### src/design/route_table_prefix_forwarder_macros.svh
// Assertion helpers for the route table forwarder
`ifndef ROUTE_TABLE_PREFIX_FORWARDER_MACROS_SVH
`define ROUTE_TABLE_PREFIX_FORWARDER_MACROS_SVH
`ifndef SYNTHESIS
`define RTPF_ASSERT(lbl, prop) \
  lbl: assert property (@(posedge clk_i) disable iff (!rst_ni) prop) \
    else $error("route table assertion failed");
`define RTPF_ASSERT_NEXT(lbl, pre, post) \
  lbl: assert property (@(posedge clk_i) disable iff (!rst_ni) (pre) |=> (post)) \
    else $error("route table assertion failed");
`else
`define RTPF_ASSERT(lbl, prop)
`define RTPF_ASSERT_NEXT(lbl, pre, post)
`endif
`endif

### src/design/rtpf_pkg.sv
`timescale 1ns / 1ps
`default_nettype none
package rtpf_pkg;
  localparam logic [1:0] OP_ADVERT   = 2'd0;
  localparam logic [1:0] OP_LOOKUP   = 2'd1;
  localparam logic [1:0] OP_REGISTER = 2'd2;

  localparam logic [2:0] ACT_IGNORED      = 3'd0;
  localparam logic [2:0] ACT_RELAY        = 3'd1;
  localparam logic [2:0] ACT_FORWARD      = 3'd2;
  localparam logic [2:0] ACT_DELIVER      = 3'd3;
  localparam logic [2:0] ACT_NO_NEIGHBOUR = 3'd4;
  localparam logic [2:0] ACT_FULL         = 3'd5;

  typedef struct packed {
    logic load;
    logic scan_clr;
    logic scan_en;
    logic sel_switch;
    logic finish;
  } rtpf_cmd_t;

  typedef struct packed {
    logic scan_done;
    logic adapter_hit;
  } rtpf_status_t;

  function automatic logic [5:0] common_prefix(input logic [31:0] diff);
    logic [5:0] n;
    logic       stop;
    n    = 6'd32;
    stop = 1'b0;
    for (int b = 31; b >= 0; b--) begin
      if (!stop && diff[b]) begin
        n    = 6'(31 - b);
        stop = 1'b1;
      end
    end
    return n;
  endfunction
endpackage
`default_nettype wire

### src/design/rtpf_ctrl.sv
`timescale 1ns / 1ps
`default_nettype none
module rtpf_ctrl
  import rtpf_pkg::*;
(
  input  wire logic         clk_i,
  input  wire logic         rst_ni,
  input  wire logic         start_i,
  input  wire logic [1:0]   op_i,
  input  rtpf_status_t      status_i,
  output rtpf_cmd_t         cmd_o,
  output logic              busy_o
);
  localparam logic [1:0] S_IDLE   = 2'd0;
  localparam logic [1:0] S_ASCAN  = 2'd1;
  localparam logic [1:0] S_SSCAN  = 2'd2;
  localparam logic [1:0] S_FINISH = 2'd3;

  logic [1:0] state_q, state_d;

  always_comb begin
    state_d = state_q;
    cmd_o   = '0;
    case (state_q)
      S_IDLE: begin
        if (start_i) begin
          cmd_o.load     = 1'b1;
          cmd_o.scan_clr = 1'b1;
          if (op_i == OP_LOOKUP) state_d = S_ASCAN;
          else if (op_i == OP_ADVERT) state_d = S_SSCAN;
          else state_d = S_FINISH;
        end
      end
      S_ASCAN: begin
        cmd_o.scan_en = 1'b1;
        if (status_i.scan_done) begin
          if (status_i.adapter_hit) begin
            state_d = S_FINISH;
          end else begin
            cmd_o.scan_clr = 1'b1;
            state_d        = S_SSCAN;
          end
        end
      end
      S_SSCAN: begin
        cmd_o.scan_en    = 1'b1;
        cmd_o.sel_switch = 1'b1;
        if (status_i.scan_done) state_d = S_FINISH;
      end
      S_FINISH: begin
        cmd_o.finish = 1'b1;
        state_d      = S_IDLE;
      end
      default: state_d = S_IDLE;
    endcase
  end

  always_ff @(posedge clk_i or negedge rst_ni) begin
    if (!rst_ni) state_q <= S_IDLE;
    else state_q <= state_d;
  end

  assign busy_o = (state_q != S_IDLE);
endmodule
`default_nettype wire

### src/design/rtpf_datapath.sv
`timescale 1ns / 1ps
`default_nettype none
module rtpf_datapath
  import rtpf_pkg::*;
#(
  parameter int SWITCH_ENTRIES  = 32,
  parameter int ADAPTER_ENTRIES = 16
) (
  input  wire logic        clk_i,
  input  wire logic        rst_ni,
  input  rtpf_cmd_t        cmd_i,
  output rtpf_status_t     status_o,
  input  wire logic [1:0]  op_i,
  input  wire logic [31:0] ip_i,
  input  wire logic [31:0] distance_i,
  input  wire logic [3:0]  port_i,
  output logic             done_o,
  output logic [2:0]       action_o,
  output logic [3:0]       out_port_o,
  output logic [31:0]      route_ip_o,
  output logic [31:0]      route_distance_o,
  output logic [5:0]       prefix_bits_o
);
  localparam int SW_AW  = $clog2(SWITCH_ENTRIES);
  localparam int AD_AW  = (ADAPTER_ENTRIES > 1) ? $clog2(ADAPTER_ENTRIES) : 1;
  localparam int SW_CW  = $clog2(SWITCH_ENTRIES + 1);
  localparam int AD_CW  = $clog2(ADAPTER_ENTRIES + 1);
  localparam int MAXE   = (SWITCH_ENTRIES > ADAPTER_ENTRIES) ? SWITCH_ENTRIES
                                                             : ADAPTER_ENTRIES;
  localparam int IDX_W  = $clog2(MAXE + 1);

  logic [31:0] sw_ip_mem   [SWITCH_ENTRIES];
  logic [31:0] sw_dist_mem [SWITCH_ENTRIES];
  logic [3:0]  sw_port_mem [SWITCH_ENTRIES];
  logic [3:0]  sw_home_mem [SWITCH_ENTRIES];
  logic [31:0] ad_ip_mem   [ADAPTER_ENTRIES];
  logic [3:0]  ad_port_mem [ADAPTER_ENTRIES];

  logic [1:0]  op_q;
  logic [31:0] ip_q, dist_q;
  logic [3:0]  port_q;
  logic [SW_CW-1:0] scount_q;
  logic [AD_CW-1:0] acount_q;
  logic [IDX_W-1:0] idx_q;
  logic [IDX_W-1:0] limit;
  logic             rd_vld_q, rd_sel_q;
  logic [SW_AW-1:0] rd_idx_q;
  logic [31:0] rd_sip_q, rd_sdist_q, rd_aip_q;
  logic [3:0]  rd_sport_q, rd_shome_q, rd_aport_q;
  logic        a_hit_q, s_hit_q;
  logic [3:0]  a_port_q, best_port_q;
  logic [5:0]  best_len_q, len;
  logic [SW_AW-1:0] hit_idx_q;
  logic [31:0] hit_dist_q;
  logic        issue;
  logic        sw_we, home_we, ad_we;
  logic [SW_AW-1:0] sw_wa;
  logic [AD_AW-1:0] ad_wa;
  logic [2:0]  act_d;
  logic [3:0]  oport_d;
  logic [31:0] rip_d, rdist_d;
  logic [5:0]  bits_d;

  assign limit = cmd_i.sel_switch ? IDX_W'(scount_q) : IDX_W'(acount_q);
  assign issue = cmd_i.scan_en && (idx_q < limit);
  assign status_o.scan_done   = cmd_i.scan_en && !issue && !rd_vld_q;
  assign status_o.adapter_hit = a_hit_q;
  assign len = common_prefix(rd_sip_q ^ ip_q);

  always_ff @(posedge clk_i) begin
    if (cmd_i.load) begin
      op_q   <= op_i;
      ip_q   <= ip_i;
      dist_q <= distance_i;
      port_q <= port_i;
    end
  end

  always_ff @(posedge clk_i) begin
    rd_sip_q   <= sw_ip_mem[idx_q[SW_AW-1:0]];
    rd_sdist_q <= sw_dist_mem[idx_q[SW_AW-1:0]];
    rd_sport_q <= sw_port_mem[idx_q[SW_AW-1:0]];
    rd_shome_q <= sw_home_mem[idx_q[SW_AW-1:0]];
    rd_aip_q   <= ad_ip_mem[idx_q[AD_AW-1:0]];
    rd_aport_q <= ad_port_mem[idx_q[AD_AW-1:0]];
    rd_idx_q   <= idx_q[SW_AW-1:0];
    rd_sel_q   <= cmd_i.sel_switch;
  end

  always_ff @(posedge clk_i or negedge rst_ni) begin
    if (!rst_ni) begin
      idx_q    <= '0;
      rd_vld_q <= 1'b0;
    end else if (cmd_i.scan_clr) begin
      idx_q    <= '0;
      rd_vld_q <= 1'b0;
    end else begin
      rd_vld_q <= issue;
      if (issue) idx_q <= idx_q + 1'b1;
    end
  end

  always_ff @(posedge clk_i or negedge rst_ni) begin
    if (!rst_ni) begin
      a_hit_q <= 1'b0;
      s_hit_q <= 1'b0;
    end else if (cmd_i.load) begin
      a_hit_q <= 1'b0;
      s_hit_q <= 1'b0;
    end else if (rd_vld_q) begin
      if (!rd_sel_q) begin
        if (!a_hit_q && rd_aip_q == ip_q) a_hit_q <= 1'b1;
      end else if (op_q == OP_ADVERT) begin
        if (!s_hit_q && rd_sip_q == ip_q) s_hit_q <= 1'b1;
      end else if (rd_sport_q == rd_shome_q && (!s_hit_q || len > best_len_q)) begin
        s_hit_q <= 1'b1;
      end
    end
  end

  always_ff @(posedge clk_i) begin
    if (rd_vld_q) begin
      if (!rd_sel_q) begin
        if (!a_hit_q && rd_aip_q == ip_q) a_port_q <= rd_aport_q;
      end else if (op_q == OP_ADVERT) begin
        if (!s_hit_q && rd_sip_q == ip_q) begin
          hit_idx_q  <= rd_idx_q;
          hit_dist_q <= rd_sdist_q;
        end
      end else if (rd_sport_q == rd_shome_q && (!s_hit_q || len > best_len_q)) begin
        best_len_q  <= len;
        best_port_q <= rd_sport_q;
      end
    end
  end

  always_comb begin
    sw_we   = 1'b0;
    home_we = 1'b0;
    ad_we   = 1'b0;
    sw_wa   = hit_idx_q;
    ad_wa   = acount_q[AD_AW-1:0];
    act_d   = ACT_IGNORED;
    oport_d = '0;
    rip_d   = '0;
    rdist_d = '0;
    bits_d  = '0;
    case (op_q)
      OP_ADVERT: begin
        if (s_hit_q) begin
          if (dist_q < hit_dist_q) begin
            sw_we   = 1'b1;
            act_d   = ACT_RELAY;
            oport_d = port_q;
            rip_d   = ip_q;
            rdist_d = dist_q;
          end
        end else if (scount_q == SW_CW'(SWITCH_ENTRIES)) begin
          act_d = ACT_FULL;
        end else begin
          sw_we   = 1'b1;
          home_we = 1'b1;
          sw_wa   = scount_q[SW_AW-1:0];
          act_d   = ACT_RELAY;
          oport_d = port_q;
          rip_d   = ip_q;
          rdist_d = dist_q;
        end
      end
      OP_LOOKUP: begin
        if (a_hit_q) begin
          act_d   = ACT_DELIVER;
          oport_d = a_port_q;
        end else if (s_hit_q) begin
          act_d   = ACT_FORWARD;
          oport_d = best_port_q;
          bits_d  = best_len_q;
        end else begin
          act_d = ACT_NO_NEIGHBOUR;
        end
      end
      OP_REGISTER: begin
        if (acount_q == AD_CW'(ADAPTER_ENTRIES)) act_d = ACT_FULL;
        else ad_we = 1'b1;
      end
      default: act_d = ACT_IGNORED;
    endcase
  end

  always_ff @(posedge clk_i) begin
    if (cmd_i.finish && sw_we) begin
      sw_ip_mem[sw_wa]   <= ip_q;
      sw_dist_mem[sw_wa] <= dist_q;
      sw_port_mem[sw_wa] <= port_q;
    end
    if (cmd_i.finish && home_we) sw_home_mem[sw_wa] <= port_q;
    if (cmd_i.finish && ad_we) begin
      ad_ip_mem[ad_wa]   <= ip_q;
      ad_port_mem[ad_wa] <= port_q;
    end
  end

  always_ff @(posedge clk_i or negedge rst_ni) begin
    if (!rst_ni) begin
      scount_q <= '0;
      acount_q <= '0;
      done_o   <= 1'b0;
    end else begin
      done_o <= cmd_i.finish;
      if (cmd_i.finish && home_we) scount_q <= scount_q + 1'b1;
      if (cmd_i.finish && ad_we) acount_q <= acount_q + 1'b1;
    end
  end

  always_ff @(posedge clk_i) begin
    if (cmd_i.finish) begin
      action_o         <= act_d;
      out_port_o       <= oport_d;
      route_ip_o       <= rip_d;
      route_distance_o <= rdist_d;
      prefix_bits_o    <= bits_d;
    end
  end
endmodule
`default_nettype wire

### src/design/route_table_prefix_forwarder.sv
`timescale 1ns / 1ps
`default_nettype none
// Route table engine: one request at a time, taken when start_i is high and
// busy_o low. The single result appears for one cycle with done_o high and
// cannot be held off, so capture it then. A request walks its table one entry
// per cycle through registered-read memories: an advert walks the switch
// table, an adapter register walks no table, and a lookup walks the adapter
// table and then the switch table unless the adapter table hits. done_o goes
// high in the same cycle as busy_o goes low.
`include "route_table_prefix_forwarder_macros.svh"
module route_table_prefix_forwarder
  import rtpf_pkg::*;
#(
  parameter int SWITCH_ENTRIES  = 32,
  parameter int ADAPTER_ENTRIES = 16
) (
  input  wire logic        clk_i,
  input  wire logic        rst_ni,
  input  wire logic        start_i,
  output logic             busy_o,
  input  wire logic [1:0]  op_i,
  input  wire logic [31:0] ip_i,
  input  wire logic [31:0] distance_i,
  input  wire logic [31:0] neighbour_ip_i,
  input  wire logic [3:0]  port_i,
  output logic             done_o,
  output logic [2:0]       action_o,
  output logic [3:0]       out_port_o,
  output logic [31:0]      route_ip_o,
  output logic [31:0]      route_distance_o,
  output logic [5:0]       prefix_bits_o
);
  rtpf_cmd_t    cmd;
  rtpf_status_t status;
  logic         nip_unused;

  assign nip_unused = ^neighbour_ip_i;

  rtpf_ctrl u_ctrl (
    .clk_i    (clk_i),
    .rst_ni   (rst_ni),
    .start_i  (start_i),
    .op_i     (op_i),
    .status_i (status),
    .cmd_o    (cmd),
    .busy_o   (busy_o)
  );

  rtpf_datapath #(
    .SWITCH_ENTRIES  (SWITCH_ENTRIES),
    .ADAPTER_ENTRIES (ADAPTER_ENTRIES)
  ) u_datapath (
    .clk_i            (clk_i),
    .rst_ni           (rst_ni),
    .cmd_i            (cmd),
    .status_o         (status),
    .op_i             (op_i),
    .ip_i             (ip_i),
    .distance_i       (distance_i),
    .port_i           (port_i),
    .done_o           (done_o),
    .action_o         (action_o),
    .out_port_o       (out_port_o),
    .route_ip_o       (route_ip_o),
    .route_distance_o (route_distance_o),
    .prefix_bits_o    (prefix_bits_o)
  );

  `RTPF_ASSERT_NEXT(a_start_busy, start_i && !busy_o, busy_o)
  `RTPF_ASSERT(a_done_idle, done_o |-> !busy_o)
  `RTPF_ASSERT(a_action_range, done_o |-> (action_o <= ACT_FULL))
  `RTPF_ASSERT(a_prefix_range, (done_o && action_o == ACT_FORWARD) |-> (prefix_bits_o <= 6'd32))
  `RTPF_ASSERT(a_relay_fields, (done_o && action_o != ACT_RELAY) |-> (route_ip_o == 32'd0))
endmodule
`default_nettype wire

### config.mk
export PLATFORM = sky130hd
export DESIGN_NAME = route_table_prefix_forwarder
export DESIGN_NICKNAME = d
export VERILOG_FILES = /design/src/design/rtpf_pkg.sv /design/src/design/rtpf_ctrl.sv /design/src/design/rtpf_datapath.sv /design/src/design/route_table_prefix_forwarder.sv
export VERILOG_INCLUDE_DIRS = /design/src /design/src/design
export SDC_FILE = /design/constraint.sdc
export NUM_CORES = 2
export LEC_CHECK = 0
export CAP_MARGIN = 40
export CORE_ASPECT_RATIO = 0.75
export CORE_MARGIN = 3
export CORE_UTILIZATION = 50
export DETAILED_ROUTE_END_ITERATION = 10
export DONT_BUFFER_PORTS = 1
export PLACE_DENSITY = 0.68
export SYNTH_ARGS = -nofsm -noshare
export SYNTH_HDL_FRONTEND = slang
export SYNTH_SLANG_ARGS = --single-unit
### constraint.sdc
create_clock -name clk_i -period 8.5 [get_ports clk_i]
set_input_delay 0.85 -clock clk_i [delete_from_list [all_inputs] [get_ports clk_i]]
set_output_delay 0.85 -clock clk_i [all_outputs]
set_load 0.05 [all_outputs]
==> metrics.txt <==
Post-synth top flop sky130_fd_sc_hd__edfxtp_1; worst reg2reg setup slack 2.97 ns; Pleak 42.3 nW; TritonCTS buffer count 308; hold path cells 0; total number of vias 55332; synth warn 0; number of register bits inferred by synthesis 3215; number of iterations in the first detailed-routing pass 6; final std cells w/o fill 8815; crit path launch type register; first-pass GRT wire length ~400000 um; Worst Hold Path EP u_datapath.dist_q[30]; run status completed; worst-margin pin slew 1.18 ns; weighted congestion at the end of routability-driven global placement 0.778; number of levels in the clock H-tree 5; setup repair after global routing missed its margin false; remaining design rule violation count 0; post-detailed-routing wire length 285000 um; hold violation total from the final report 0; sum of overflow across all layers after global routing 0; share of the core filled with cells 0.572; Syn-to-layout area delta 13.0%; number of max-cap violations 0; Crit Path Class reg -> reg; effective utilization at floorplan 0.506; library cells used by synthesis 71; summed negative setup slack over all endpoints 0 ns; number of pins with negative max-slew slack in the final report 0; data required time at the worst endpoint 9.04 ns; quantity of I/O buffers inserted on ports 0; all-layer global routing usage 0.230; peak supply drop about 0.28 mV; power per standard cell area 301 mW/mm^2; Chip Height roughly 430 um; number of design-rule violations left by the first detailed-router iteration 7319; final critical path time including I/O delays and setup 5.53 ns; detail-routed net length per standard cell 32.4 um; setup-violating endpoint count in the final report 0; Arr. time, crit path 6.07 ns; die area around 0.25 mm^2; post-CTS setup buffers 0; placement row count 155; clock net sink count roughly 3200; buffer depth of the longest clock path 4; Final Cycle Share 0.650; clock edge transition at the registers on the reported setup and hold paths 0.06 ns; Placed Instances 8251; total core area 0.240 mm^2; Final #Nets 5505; count of flip-flops with a built-in enable after synthesis a little over 3000; launch point of the worst reg-to-reg path u_datapath.dist_q[23]; Ports 184; post-DP HPWL about 160000 um; path category of the worst min-delay check in -> reg; pin count of the biggest net entering global routing between 100 and 150; detailed-route vias per instance 6.28; upper clock frequency limit approximately 180 MHz; residual antenna-violating net count after detailed routing 0; number of global-route vias before repair around 56000; CTS tree built; Hold Startpoint distance_i[30]; share of the yosys chip area belonging to registers 0.785; fraction of final layout cells with drive strength greater than 1 0.307; Reg2Reg Depth 16; insertion delay of the later-clocked pin in the worst-skew pair 0.88 ns; # fillers approximately 17000; end of the worst register-to-register path u_datapath.sw_ip_mem[0][24]; worst-case hold slack 0.0764 ns; die span in x 575 um; crit path capture type register; number of antenna violations at the first check in global routing 16; CTS root buffer sky130_fd_sc_hd__clkbuf_16; post-synthesis area per instance ~24 um^2; critical path fanouts, max 41; share of synthesized registers carrying an async set or reset 0.00715; gate count of the mapped netlist 5023; worst clock skew 0.0730 ns; Syn Std Cell Area approximately 0.12 mm^2; post-synthesis net count about 5200; Rel. slew slack 0.212
[worst max path at each step]
stage	cells past startpoint	from	end	slack (ns)
4_1_cts	16	u_datapath.dist_q[23]	u_datapath.sw_ip_mem[0][24]	2.94
5_1_grt	16	u_datapath.dist_q[23]	u_datapath.sw_ip_mem[0][24]	2.61
3_3_place_gp	11	u_datapath.dist_q[23]	u_datapath.sw_dist_mem[16][20]	1.80
2_1_floorplan	3	u_ctrl.state_q[0]	u_datapath.sw_dist_mem[12][0]	0.12
6_report	16	u_datapath.dist_q[23]	u_datapath.sw_ip_mem[0][24]	2.97
3_5_place_dp	16	u_datapath.dist_q[23]	u_datapath.sw_dist_mem[0][8]	3.02
[critical path: stages, from the launching register on]
cell,delay [ns]
sky130_fd_sc_hd__edfxtp_1,0.51
sky130_fd_sc_hd__buf_16,0.22
sky130_fd_sc_hd__ha_1,0.30
sky130_fd_sc_hd__nand3_1,0.26
sky130_fd_sc_hd__nor4_1,0.66
sky130_fd_sc_hd__buf_2,0.28
sky130_fd_sc_hd__nand2_1,0.07
sky130_fd_sc_hd__a31oi_1,0.53
sky130_fd_sc_hd__o21ai_2,0.27
sky130_fd_sc_hd__a31oi_4,0.24
sky130_fd_sc_hd__buf_12,0.22
sky130_fd_sc_hd__buf_4,0.35
sky130_fd_sc_hd__buf_16,0.24
sky130_fd_sc_hd__nor3_2,0.09
sky130_fd_sc_hd__buf_4,0.31
sky130_fd_sc_hd__buf_4,0.32
sky130_fd_sc_hd__buf_16,0.26
[cells in the final DEF (no fill, tap or decap), types with 7 or more instances in the layout]
cell and instances:
sky130_fd_sc_hd__xor2_1 46, sky130_fd_sc_hd__and2_2 16, sky130_fd_sc_hd__nor2b_1 71, sky130_fd_sc_hd__edfxtp_1 3078, sky130_fd_sc_hd__mux2_2 74, sky130_fd_sc_hd__nor4_1 7, sky130_fd_sc_hd__inv_1 49, sky130_fd_sc_hd__buf_12 18
sky130_fd_sc_hd__xnor2_1 38, sky130_fd_sc_hd__o21ai_0 13, sky130_fd_sc_hd__clkbuf_16 319, sky130_fd_sc_hd__ha_1 52, sky130_fd_sc_hd__diode_2 11, sky130_fd_sc_hd__dfrtp_1 18, sky130_fd_sc_hd__buf_16 33, sky130_fd_sc_hd__clkinv_1 47
sky130_fd_sc_hd__and2_1 8, sky130_fd_sc_hd__inv_6 10, sky130_fd_sc_hd__bufinv_16 23, sky130_fd_sc_hd__dfxtp_1 114, sky130_fd_sc_hd__mux2i_1 8, sky130_fd_sc_hd__clkbuf_1 71, sky130_fd_sc_hd__a21oi_1 22, sky130_fd_sc_hd__nor2_1 63
sky130_fd_sc_hd__nor3_2 32, sky130_fd_sc_hd__nor3_1 7, sky130_fd_sc_hd__buf_4 186, sky130_fd_sc_hd__clkinv_2 53, sky130_fd_sc_hd__nand3_1 12, sky130_fd_sc_hd__nand4_1 19, sky130_fd_sc_hd__clkinvlp_4 10, sky130_fd_sc_hd__mux4_2 900
sky130_fd_sc_hd__clkbuf_8 13, sky130_fd_sc_hd__nand2_1 44
[logic make-up after synthesis]
group | count (synthesis) | share of synthesized area
and+or+nand+nor | 314 | 0.0139
AOI/OAI and AO/OA | 95 | 0.00549
xor gates and xnor gates | 84 | 0.00606
adders and majority gates | 53 | 0.00546
muxes | 982 | 0.175
buffers and inverters | 280 | 0.00953
DFF | 3215 | 0.785
[state kept, by name (all words and copies together), names as in the netlist, 6 cells and up]
name,count
u_datapath.scount_q,6
u_datapath.sw_ip_mem,1024
u_datapath.ad_port_mem,64
u_datapath.ip_q,32
u_datapath.sw_dist_mem,1024
u_datapath.rd_aip_q,32
u_datapath.hit_dist_q,32
u_datapath.sw_port_mem,128
u_datapath.route_distance_o,32
u_datapath.prefix_bits_o,6
u_datapath.route_ip_o,32
u_datapath.dist_q,32
u_datapath.idx_q,6
u_datapath.ad_ip_mem,512
u_datapath.sw_home_mem,128
u_datapath.rd_sdist_q,32
u_datapath.best_len_q,6
u_datapath.rd_sip_q,32
[layer usage]
layer / track usage / routed length [um] / vias up
li1: - / - / 22091
met1: 0.347 / 118000 / 29902
met2: 0.336 / 129000 / 2901
met3: 0.0611 / 30500 / 436
met4: 0.0604 / 7620 / 2
met5: 0 / 13 / -
[timing repair]
action                     4_1_cts  5_1_grt
gates resized for setup          0        0
hold buffers                     2        0
hold endpoints to repair        23        0
setup endpoints to repair        0        0
[synthesized netlist by cell type, types with 3 or more instances]
master,count,share of area
sky130_fd_sc_hd__nand3_1,12,0.00049
sky130_fd_sc_hd__xor2_1,46,0.0033
sky130_fd_sc_hd__nand4_1,19,0.00098
sky130_fd_sc_hd__nor3b_1,3,0.00019
sky130_fd_sc_hd__nor4_1,8,0.00041
sky130_fd_sc_hd__inv_1,50,0.0015
sky130_fd_sc_hd__o21ai_0,13,0.00054
sky130_fd_sc_hd__and2_1,24,0.0012
sky130_fd_sc_hd__or4_1,4,0.00025
sky130_fd_sc_hd__a22o_1,5,0.00036
sky130_fd_sc_hd__buf_1,29,0.00090
sky130_fd_sc_hd__mux2i_1,8,0.00066
sky130_fd_sc_hd__o21a_1,5,0.00031
sky130_fd_sc_hd__buf_2,58,0.0024
sky130_fd_sc_hd__buf_4,3,0.00019
sky130_fd_sc_hd__nand2_1,44,0.0014
sky130_fd_sc_hd__mux2_2,74,0.0069
sky130_fd_sc_hd__nand3b_1,6,0.00037
sky130_fd_sc_hd__and3_1,4,0.00021
sky130_fd_sc_hd__xnor2_1,38,0.0027
sky130_fd_sc_hd__a31oi_1,6,0.00031
sky130_fd_sc_hd__a21o_1,6,0.00037
sky130_fd_sc_hd__nor2_1,63,0.0019
sky130_fd_sc_hd__nor2b_1,71,0.0037
sky130_fd_sc_hd__edfxtp_1,3078,0.76
sky130_fd_sc_hd__o311ai_0,3,0.00022
sky130_fd_sc_hd__nor3_1,39,0.0016
sky130_fd_sc_hd__o211ai_1,4,0.00025
sky130_fd_sc_hd__dfrtp_1,23,0.0047
sky130_fd_sc_hd__a32oi_1,4,0.00029
sky130_fd_sc_hd__buf_6,3,0.00028
sky130_fd_sc_hd__clkbuf_1,137,0.0042
sky130_fd_sc_hd__a21oi_1,22,0.00091
sky130_fd_sc_hd__mux4_2,900,0.17
sky130_fd_sc_hd__a22oi_1,4,0.00025
sky130_fd_sc_hd__dfxtp_1,114,0.019
sky130_fd_sc_hd__ha_1,53,0.0055
[where the power goes]
group          internal [mW]  leakage, nW  switching [mW]
clock network           7.70         4.78            5.71
registers               18.6         29.0           0.866
logic                   4.09         8.51            4.36
[cell type report]
type	instances	area, um^2	area share
timing repair buffer	244	2740	0.0199
inverter	50	193	0.00140
tap	3218	4030	0.0293
clock inverter	146	1350	0.00984
sequential	3215	95300	0.695
clock buffer	403	8430	0.0614
antenna	11	27.5	0.000201
multi-input combinational	1528	25200	0.183
[per-stage QoR]
| stage | power [mW] | worst slack [ns] | area (um^2) |
|---|---|---|---|
| 2_1_floorplan | 25.7 | 0.120 | 121000 |
| 3_3_place_gp | 28.0 | 1.80 | 126000 |
| 3_5_place_dp | 28.3 | 3.02 | 127000 |
| 4_1_cts | 41.6 | 2.94 | 137000 |
| 5_1_grt | 42.8 | 2.61 | 137000 |
| 6_report | 41.3 | 2.97 | 137000 |
(Power assumes the default switching activity.)
